==> src/hw/rtl/assert_macros.svh <==
// Assertion macros of the packet dedup window RTL.
`ifndef ASSERT_MACROS_SVH
`define ASSERT_MACROS_SVH

// Same-cycle implication, disabled while reset is low.
`define PDW_ASSERT_IMP(label, clk, rst_n, ante, cons) \
    label: assert property (@(posedge clk) disable iff (!(rst_n)) (ante) |-> (cons)) \
        else $error("pdw assertion failed");

// Next-cycle implication, disabled while reset is low.
`define PDW_ASSERT_NEXT(label, clk, rst_n, ante, cons) \
    label: assert property (@(posedge clk) disable iff (!(rst_n)) (ante) |=> (cons)) \
        else $error("pdw assertion failed");

`endif

==> src/hw/rtl/pdw_pkg.sv <==
// Types and constants of the packet dedup window.
`timescale 1ns / 1ps
`default_nettype none
package pdw_pkg;

    localparam int unsigned ID_W    = 32;
    localparam int unsigned STAMP_W = 32;
    localparam int unsigned COUNT_W = 6;

    localparam logic KIND_CHECK = 1'b0;
    localparam logic KIND_QUERY = 1'b1;

    localparam logic [STAMP_W-1:0] EXPIRY_RESET = 32'd30000;

    typedef struct packed {
        logic [STAMP_W-1:0] stamp;
        logic [ID_W-1:0]    pkt_id;
    } t_entry;

    typedef struct packed {
        logic shift;
        logic load;
    } t_cell_ctl;

    typedef enum logic [1:0] {
        ST_IDLE,
        ST_SCAN,
        ST_UPDATE
    } t_state;

endpackage
`default_nettype wire

==> src/hw/rtl/pdw_cell.sv <==
// One storage cell of the id chain: load, shift from the upper neighbor, or hold.
`timescale 1ns / 1ps
`default_nettype none
module pdw_cell (
    input  wire logic              i_clk,
    input  wire pdw_pkg::t_cell_ctl i_ctl,
    input  wire pdw_pkg::t_entry   i_nbr,
    input  wire pdw_pkg::t_entry   i_load_data,
    output pdw_pkg::t_entry        o_entry
);

    pdw_pkg::t_entry r_entry;

    always_ff @(posedge i_clk) begin
        if (i_ctl.load) begin
            r_entry <= i_load_data;
        end else if (i_ctl.shift) begin
            r_entry <= i_nbr;
        end
    end

    assign o_entry = r_entry;

endmodule
`default_nettype wire

==> src/hw/rtl/packet_dedup_window_unit.sv <==
// Top level of the packet dedup window: cell chain, scan sequencer and result register.
//
// Slave channel carries one item per transfer: tuser is the kind (check or
// query), tdata holds the packet id and the current time. Master channel
// returns one result per item: the hit flag and the entry count after it.
// i_cfg_we with i_cfg_wdata writes the expiry time; write it only while idle.
//
// An item is taken only in the idle state. The stored entries then stream
// through cell 0 of the chain, one per cycle, and each is judged there:
// survivors are written back at the tail of the kept run, so the list is
// compacted in order. The update state then appends or evicts for a new
// id and loads the result. No new item is taken until that result is
// loaded; the one-at-a-time walk through the chain head sets how long
// an item occupies the block.
// A new item may be taken while a result waits in the output register; the
// following result waits in the update state until the receiver takes it.
// Synchronous reset empties the list and restores the expiry to 30000.
`timescale 1ns / 1ps
`default_nettype none
`include "assert_macros.svh"
module packet_dedup_window_unit #(
    parameter int unsigned ENTRIES = 32
) (
    input  wire logic        i_clk,
    input  wire logic        i_rst_n,
    input  wire logic        i_cfg_we,
    input  wire logic [31:0] i_cfg_wdata,
    input  wire logic        i_s_tvalid,
    output logic             o_s_tready,
    input  wire logic [63:0] i_s_tdata,   // [31:0] pkt_id, [63:32] time_now
    input  wire logic        i_s_tuser,   // [0] kind
    output logic             o_m_tvalid,
    input  wire logic        i_m_tready,
    output logic [7:0]       o_m_tdata    // [0] hit, [6:1] entry_count, [7] zero
);

    import pdw_pkg::*;

    localparam int unsigned IW = $clog2(ENTRIES);
    localparam int unsigned CW = $clog2(ENTRIES + 1);

    t_state               r_state, n_state;
    logic [CW-1:0]        r_cnt;
    logic [CW-1:0]        r_left;
    logic [CW-1:0]        r_ptr;
    logic [CW-1:0]        r_kept;
    logic [STAMP_W-1:0]   r_min_stamp;
    logic [IW-1:0]        r_min_idx;
    logic                 r_hit;
    logic                 r_kind;
    logic [ID_W-1:0]      r_id;
    logic [STAMP_W-1:0]   r_now;
    logic [STAMP_W-1:0]   r_expiry;
    logic                 r_ovalid;
    logic                 r_ohit;
    logic [COUNT_W-1:0]   r_ocount;

    t_entry               w_entry [ENTRIES];
    t_cell_ctl            w_ctl   [ENTRIES];
    t_entry               w_head;
    t_entry               w_ld_data;
    logic                 w_scan;
    logic                 w_ld_en;
    logic [IW-1:0]        w_ld_idx;
    logic [STAMP_W-1:0]   w_age;
    logic                 w_live;
    logic                 w_match;
    logic                 w_keep;
    logic                 w_slot_free;
    logic                 w_s_acc;
    logic                 w_add;
    logic [CW-1:0]        w_ptr_dec;
    logic [CW-1:0]        w_new_cnt;
    logic [CW+5:0]        w_cnt_ext;

    genvar gi;
    generate
        for (gi = 0; gi < ENTRIES; gi++) begin : g_cell
            t_entry w_nbr;
            if (gi == ENTRIES - 1) begin : g_tail
                assign w_nbr = w_entry[gi];
            end else begin : g_body
                assign w_nbr = w_entry[gi+1];
            end
            assign w_ctl[gi].shift = w_scan;
            assign w_ctl[gi].load  = w_ld_en && (w_ld_idx == IW'(gi));
            pdw_cell u_cell (
                .i_clk       (i_clk),
                .i_ctl       (w_ctl[gi]),
                .i_nbr       (w_nbr),
                .i_load_data (w_ld_data),
                .o_entry     (w_entry[gi])
            );
        end
    endgenerate

    assign w_head      = w_entry[0];
    assign w_age       = r_now - w_head.stamp;
    assign w_live      = w_age < r_expiry;
    assign w_match     = w_head.pkt_id == r_id;
    assign w_keep      = (r_kind == KIND_QUERY) || w_live;
    assign w_ptr_dec   = r_ptr - CW'(1);
    assign w_slot_free = !r_ovalid || i_m_tready;
    assign o_s_tready  = r_state == ST_IDLE;
    assign w_s_acc     = i_s_tvalid && o_s_tready;
    assign w_add       = (r_kind == KIND_CHECK) && !r_hit;
    assign w_new_cnt   = (w_add && (r_kept != CW'(ENTRIES))) ? r_kept + CW'(1) : r_kept;
    assign w_cnt_ext   = (CW + 6)'(w_new_cnt);

    always_comb begin
        n_state   = r_state;
        w_scan    = 1'b0;
        w_ld_en   = 1'b0;
        w_ld_idx  = '0;
        w_ld_data = '{stamp: r_now, pkt_id: r_id};
        case (r_state)
            ST_IDLE: begin
                if (i_s_tvalid) begin
                    n_state = (r_cnt == '0) ? ST_UPDATE : ST_SCAN;
                end
            end
            ST_SCAN: begin
                w_scan    = 1'b1;
                w_ld_en   = w_keep;
                w_ld_idx  = w_ptr_dec[IW-1:0];
                w_ld_data = w_head;
                if (r_left == CW'(1)) begin
                    n_state = ST_UPDATE;
                end
            end
            ST_UPDATE: begin
                if (w_slot_free) begin
                    n_state  = ST_IDLE;
                    w_ld_en  = w_add;
                    w_ld_idx = (r_kept == CW'(ENTRIES)) ? r_min_idx : r_kept[IW-1:0];
                end
            end
            default: begin
                n_state = ST_IDLE;
            end
        endcase
    end

    always_ff @(posedge i_clk) begin
        if (!i_rst_n) begin
            r_state  <= ST_IDLE;
            r_cnt    <= '0;
            r_ovalid <= 1'b0;
            r_expiry <= EXPIRY_RESET;
        end else begin
            r_state <= n_state;
            if (i_cfg_we) begin
                r_expiry <= i_cfg_wdata;
            end
            if ((r_state == ST_UPDATE) && w_slot_free) begin
                r_ovalid <= 1'b1;
                r_cnt    <= w_new_cnt;
            end else if (i_m_tready) begin
                r_ovalid <= 1'b0;
            end
        end
    end

    always_ff @(posedge i_clk) begin
        if (w_s_acc) begin
            r_kind <= i_s_tuser;
            r_id   <= i_s_tdata[31:0];
            r_now  <= i_s_tdata[63:32];
            r_left <= r_cnt;
            r_ptr  <= r_cnt;
            r_kept <= '0;
            r_hit  <= 1'b0;
        end else if (r_state == ST_SCAN) begin
            r_left <= r_left - CW'(1);
            if (!w_keep) begin
                r_ptr <= w_ptr_dec;
            end
            if (w_keep) begin
                r_kept <= r_kept + CW'(1);
                if ((r_kept == '0) || (w_head.stamp < r_min_stamp)) begin
                    r_min_stamp <= w_head.stamp;
                    r_min_idx   <= r_kept[IW-1:0];
                end
            end
            if (w_match && w_live) begin
                r_hit <= 1'b1;
            end
        end
        if ((r_state == ST_UPDATE) && w_slot_free) begin
            r_ohit   <= r_hit;
            r_ocount <= w_cnt_ext[COUNT_W-1:0];
        end
    end

    assign o_m_tvalid = r_ovalid;
    assign o_m_tdata  = {1'b0, r_ocount, r_ohit};

    `PDW_ASSERT_IMP(a_cnt_bound, i_clk, i_rst_n, 1'b1, r_cnt <= CW'(ENTRIES))
    `PDW_ASSERT_IMP(a_scan_ptr, i_clk, i_rst_n, r_state == ST_SCAN, (r_ptr >= r_left) && (r_left != '0))
    `PDW_ASSERT_NEXT(a_accept_busy, i_clk, i_rst_n, w_s_acc, r_state != ST_IDLE)
    `PDW_ASSERT_NEXT(a_result_load, i_clk, i_rst_n, (r_state == ST_UPDATE) && w_slot_free, r_ovalid && (r_state == ST_IDLE))

endmodule
`default_nettype wire

==> config.mk <==
export PLATFORM = sky130hd
export DESIGN_NAME = packet_dedup_window_unit
export DESIGN_NICKNAME = d
export VERILOG_FILES = /design/src/hw/rtl/pdw_pkg.sv /design/src/hw/rtl/pdw_cell.sv /design/src/hw/rtl/packet_dedup_window_unit.sv
export VERILOG_INCLUDE_DIRS = /design/src /design/src/hw/rtl
export SDC_FILE = /design/constraint.sdc
export NUM_CORES = 2
export LEC_CHECK = 0
export BUFFER_PORTS_ARGS = -buffer_cell sky130_fd_sc_hd__buf_2
export CORE_AREA = 2 2 482 436
export DETAILED_ROUTE_END_ITERATION = 12
export DIE_AREA = 0 0 484 438
export SYNTH_ARGS = -nofsm -noshare
export SYNTH_HDL_FRONTEND = slang
export SYNTH_SLANG_ARGS = --single-unit
==> constraint.sdc <==
create_clock -name i_clk -period 15.2 [get_ports i_clk]
set_clock_uncertainty 0.05 [all_clocks]
set_input_delay 0 -clock i_clk [delete_from_list [all_inputs] [get_ports i_clk]]
set_output_delay 0 -clock i_clk [all_outputs]
set_load 0.05 [all_outputs]
# Word-level counts from Yosys, hierarchy flattened
# Cells that the tools add are included.
# totals
regBits,2217
latchBits,0
mem_bits_rw,0
romBits,0
input_bits,102
out_inout_bits,10
wordCells,294
mem_count,0
# op_classes
addsub,4
multipliers,0
div_mod_pow,0
magnitude_cmp,2
n_eq_ne,41
shifts,0
muxes,82
bitwise,2
reduce_logical,84
# op_table
operator,count
$mux W64,63
$eq A5 B5 Y1 const B,16
$reduce_bool A2 Y1,33
$lt A32 B32 Y1,2
$eq A5 B4 Y1 const B,8
$logic_and A1 B1 Y1,37
$mux W6,6
$eq A32 B32 Y1,1
$sub A32 B32 Y32,1
$eq A5 B3 Y1 const B,4
$logic_not A6 Y1,2
$sub A6 B1 Y6 const B,2
$eq A5 B2 Y1 const B,2
$mux W5,2
$pmux W5 S2,1
$mux W2,4
$add A6 B1 Y6 const B,1
$eq A6 B1 Y1 const B,1
$eq A6 B6 Y1 const B,1
$ne A2 B2 Y1 const B,3
$ne A6 B6 Y1 const B,1
$pmux W2 S3,1
$reduce_and A2 Y1,3
$eq A5 B1 Y1 const B,1
other kinds (12),19

# Longest topological paths before layout
# logic_depth
word_depth,7
depth_mapped,26
depth_no_buf,23

# Modules after synthesis
# Synthesis repeated with hierarchy kept, for this count alone.
# hier_totals
cells_unflattened,5367
area_unflattened_um2,103513.0
# by_module_without_submodules
mod,instances,cells_each,area_each_um2,seq_area_each_um2
pdw_cell,32,136,2905.3,1921.8
packet_dedup_window_unit,1,1015,10543.9,4564.4

# Least setup slack after synthesis
# OpenSTA, ideal clock, no wires.
# synth_timing
kind,register -> register
startpoint,"reg g_cell[0].u_cell.r_entry, in the netlist g_cell[0].u_cell.o_entry[38]"
endpoint,"reg g_cell[31].u_cell.r_entry, in the netlist g_cell[31].u_cell.o_entry[0] (enable)"
setup_time_ns,0.582
arrival_ns,8.809
t_required_ns,14.568
setup_slack_ns,5.759
path_stages_with_launch,22
n_path_buf,2
synth_period_minus_slack_ns,9.441
path_cell_list,edfxtp_1 > inv_1 > ha_1 > clkbuf_1 > nand4_1 > a2111oi_0 > nor3_1 > a211o_1 > a21oi_1 > a31oi_1 > o21ai_0 > a21oi_1 > xnor2_1 > ha_1 > a21o_1 > a21o_1 > a21oi_1 > o21a_1 > nand2_1 > o41a_4 > buf_2 > a211oi_1
# synth_rtl
element,line_no,source
from (decl),pdw_cell.sv:12,pdw_pkg::t_entry r_entry;
from (signal assigned),pdw_cell.sv:16,r_entry <= i_load_data;
from (signal assigned),pdw_cell.sv:18,r_entry <= i_nbr;
to (signal assigned),pdw_cell.sv:16,
to (signal assigned),pdw_cell.sv:18,
to (decl),pdw_cell.sv:12,

# Worst setup path in the final report
# layout_timing
startpoint,"reg g_cell[0].u_cell.r_entry, in the netlist g_cell[0].u_cell.o_entry[38]"
endpoint,"reg g_cell[21].u_cell.r_entry, in the netlist g_cell[21].u_cell.o_entry[16] (data pin)"
# layout_between
elab_chain_len,6
# layout_rtl
element,line_no,source
$sub A32 B32 Y32,packet_dedup_window_unit.sv:98,assign w_age = r_now - w_head.stamp;
$lt A32 B32 Y1,packet_dedup_window_unit.sv:99,assign w_live = w_age < r_expiry;
$logic_or A1 B1 Y1,packet_dedup_window_unit.sv:101,assign w_keep = (r_kind == KIND_QUERY) || w_live;
$pmux W1 S2,packet_dedup_window_unit.sv:116,case (r_state)
$logic_and A1 B1 Y1,packet_dedup_window_unit.sv:86,assign w_ctl[gi].load = w_ld_en && (w_ld_idx == IW'(gi));
$mux W64,pdw_cell.sv:15,if (i_ctl.load) begin
to (signal assigned),pdw_cell.sv:16,
to (signal assigned),pdw_cell.sv:18,
to (decl),pdw_cell.sv:12,
# Every way passes these cells.
# A chain may end at the register's enable or synchronous reset.

==> run summary <==
Outcome - complete, no violations
Power per cell area - 175 nW/um^2
CORE AREA - 207,000 sq um
Worst setup EP type - flop
Maximum vdd drop - 0.000130 V
Post-synth EDFFs - 2,168
Distinct cell type count after synthesis - 68
Cts bufs inserted - 220
Crit-path slowest cell - buf_4
Post-Layout Inst Area - 105,000 sq um
DIE AREA - 212,000 sq um
Worst-path clk slew - 60 ps
Final worst path period share - 0.473
Fin cells - 10.7k
Vias in the first global route - 52.1k
Die width - 484 um
Area of placed instances - 95,800 sq um
Largest net degree at the start of global routing - 103
Mapped Avg Cell Area - 11.9 sq um
Initial Util - 0.448
DRT iter0 DRCs - 3,920
CP Data Required Time - 15,680 ps
Max-slew violations - 0
Clk sinks - 2,216
Ys flop type - edfxtp_1
Core Rows - 159
Dpl ws - 8050 ps
RSZ-0062 raised after global routing - false
Cts repair resizes - 0
CP Data Arrival Time - 7670 ps
Final WS setup - 8010 ps
Period minus WS final - 7190 ps
Fin Hold WS - 259 ps
Global-route wire length before repair - 276 mm
Grt ovf - 0
DP Wirelength - 105 mm
Vias - 55.0k
Synth async-reset ratio - 0
CTS tree - done
Mapped Area - 92,800 sq um
Final setup fails - 0
TNS Setup - 0 ps
Gpl congestion - 0.819
Clk Latency, worst-skew pair - 830 ps
Proportion of layout cells with a drive suffix above 1 - 0.0805
Syn-to-layout area delta - 13.4%
IO Port Bufs - 110
Die height - 438 um
Slowest Stage Delay on Critical Path - 720 ps
Pre-Repair DR Iteration Count - 5
Tot GR Track Use - 0.156
Slew headroom - 0.198
H-tree depth - 4
Hold Fails Final Rpt - 0
Mapped Cells - 7,774
Cell leakage power - 0.0376 uW
Via/cell ratio - 5.13
Initial antenna violation count - 2
I/O pin cnt - 112
Max Cap Viol - 0
FF+latch count, synth - 2,216
Final wirelength - 166 mm
HP Class - input pin to flop
Synth Warn # - 0
Final #Nets - 8,021
Measured slew at the worst slew-check pin - 1190 ps
Critical path, cell by cell - inv_1 > ha_1 > nand4_1 > a2111oi_0 > nor3_1 > a211o_1 > a21oi_1 > a31oi_1 > o311ai_1 > a21oi_1 > xnor2_1 > ha_1 > nand4_1 > or4_1 > a2111oi_4 > o41a_4 > a2111o_2 > buf_4 > o21ai_1
Crit-path max FO - 95
DR DRC count - 0
Post-Syn Nets - 7,978
Clock tree root buffer cell - clkbuf_16
Nature of the critical path startpoint - flop
Final antenna-violating net count - 0
Crit path kind - flop to flop
Seq/Total Area, Yosys - 0.712
Placed Cells - 10.1k
Max frequency - 139 MHz
Clk buf depth - 3
DR WL/cell - 15.5 um
## what timing repair did
item | CTS | global route
hold endpoints to repair | 115 | 0
hold buffers | 264 | 0
setup buffers | 0 | 0
endpoints found under the setup margin | 0 | 0
## area by class of cell
| cell class | count | area, sq um |
|---|---|---|
| Timing Repair Buffer | 481 | 4000 |
| Multi-Input combinational cell | 4713 | 24200 |
| Clock inverter | 107 | 911 |
| Fill cell | 17400 | 102000 |
| Antenna cell | 2 | 5.00 |
| Sequential cell | 2216 | 66100 |
| Tap cell | 2737 | 3420 |
| Clock buffer | 285 | 5890 |
| Inverter | 185 | 696 |
## through the flow
step,util,total power [uW]
floorplan,-,12000
global placement,0.462,13200
global route,0.508,19500
detailed placement,0.462,13300
CTS,0.508,18600
finish,0.508,18400
## worst max-delay path, delay by kind of cell, from the launching register on
kind | cells | cell delay, ps
AOI/OAI and AO/OA | 10 | 3470
xor gates and xnor gates | 1 | 140
adders and majority gates | 2 | 720
buffers and inverters | 2 | 800
DFF | 1 | 430
and+or+nand+nor | 4 | 1130
## cell families (layout without fill, tap and decap cells)
group	count (synthesis)	in the layout	share of synthesized area
and+or+nand+nor	2248	2248	0.0948
other	1	3	0.0000404
muxes	92	92	0.00994
DFF	2216	2216	0.712
AOI/OAI and AO/OA	2194	2194	0.122
buffers and inverters	845	1058	0.0400
adders and majority gates	102	102	0.0138
xor gates and xnor gates	76	76	0.00717
## routing by layer
layer | global-route usage | routed length, um
met1 | 0.220 | 80100
met2 | 0.251 | 75500
met3 | 0.0282 | 7380
met4 | 0.0411 | 3410
met5 | 0 | 0
## state kept, by name, summed over array words and instances (netlist names), 5 cells and up
| register | flops |
|---|---|
| g_cell.u_cell.o_entry | 2048 |
| r_expiry | 32 |
| r_id | 32 |
| r_min_stamp | 32 |
| r_now | 32 |
| r_cnt | 6 |
| r_kept | 6 |
| r_left | 6 |
| r_ocount | 6 |
| r_min_idx | 5 |
| r_ptr | 5 |
## cell usage after synthesis (11+ instances only)
| cell | n | area [sq um] |
|---|---|---|
| clkbuf_1 | 357 | 1340 |
| nand4_1 | 24 | 150 |
| o211ai_1 | 11 | 82.6 |
| edfxtp_1 | 2168 | 65100 |
| buf_1 | 19 | 71.3 |
| dfxtp_1 | 48 | 961 |
| nand3_1 | 13 | 65.1 |
| xor2_1 | 20 | 175 |
| ha_1 | 101 | 1260 |
| o21ai_0 | 974 | 4870 |
| xnor2_1 | 56 | 490 |
| or2_2 | 17 | 106 |
| nor2b_1 | 33 | 206 |
| inv_1 | 183 | 687 |
| a21oi_1 | 1035 | 5180 |
| buf_4 | 73 | 548 |
| nand2_1 | 1089 | 4090 |
| a21o_1 | 29 | 218 |
| nor2_1 | 1022 | 3840 |
| o21ai_1 | 82 | 410 |
| buf_2 | 211 | 1060 |
| mux2i_1 | 91 | 911 |
## placed cells by master (no fill, tap or decap), types with 80 or more instances in the layout
cell type	instances
nand2_1	1072
o21ai_0	969
buf_4	107
dlygate4sd3_1	264
nor2_1	1022
clkbuf_16	226
edfxtp_1	2168
a21oi_1	1019
o21ai_1	80
inv_1	182
ha_1	100
buf_2	110
## power breakdown
group          switching [uW]  internal, uW  total [uW]
clock network            2220          2920        5140
logic                    2630          1270        3910
registers                 497          8850        9340
## worst paths after layout
check        slack [ps]                          start  cells past startpoint                            end
max                8010   g_cell[0].u_cell.o_entry[38]                     19  g_cell[21].u_cell.o_entry[16]
min                 260                     i_s_tvalid                      6                     r_state[0]
max reg2reg        8010   g_cell[0].u_cell.o_entry[38]                     19  g_cell[21].u_cell.o_entry[16]
min reg2reg         460  g_cell[24].u_cell.o_entry[48]                      2  g_cell[23].u_cell.o_entry[48]
No activity file was read; power rests on OpenSTA's default activity.
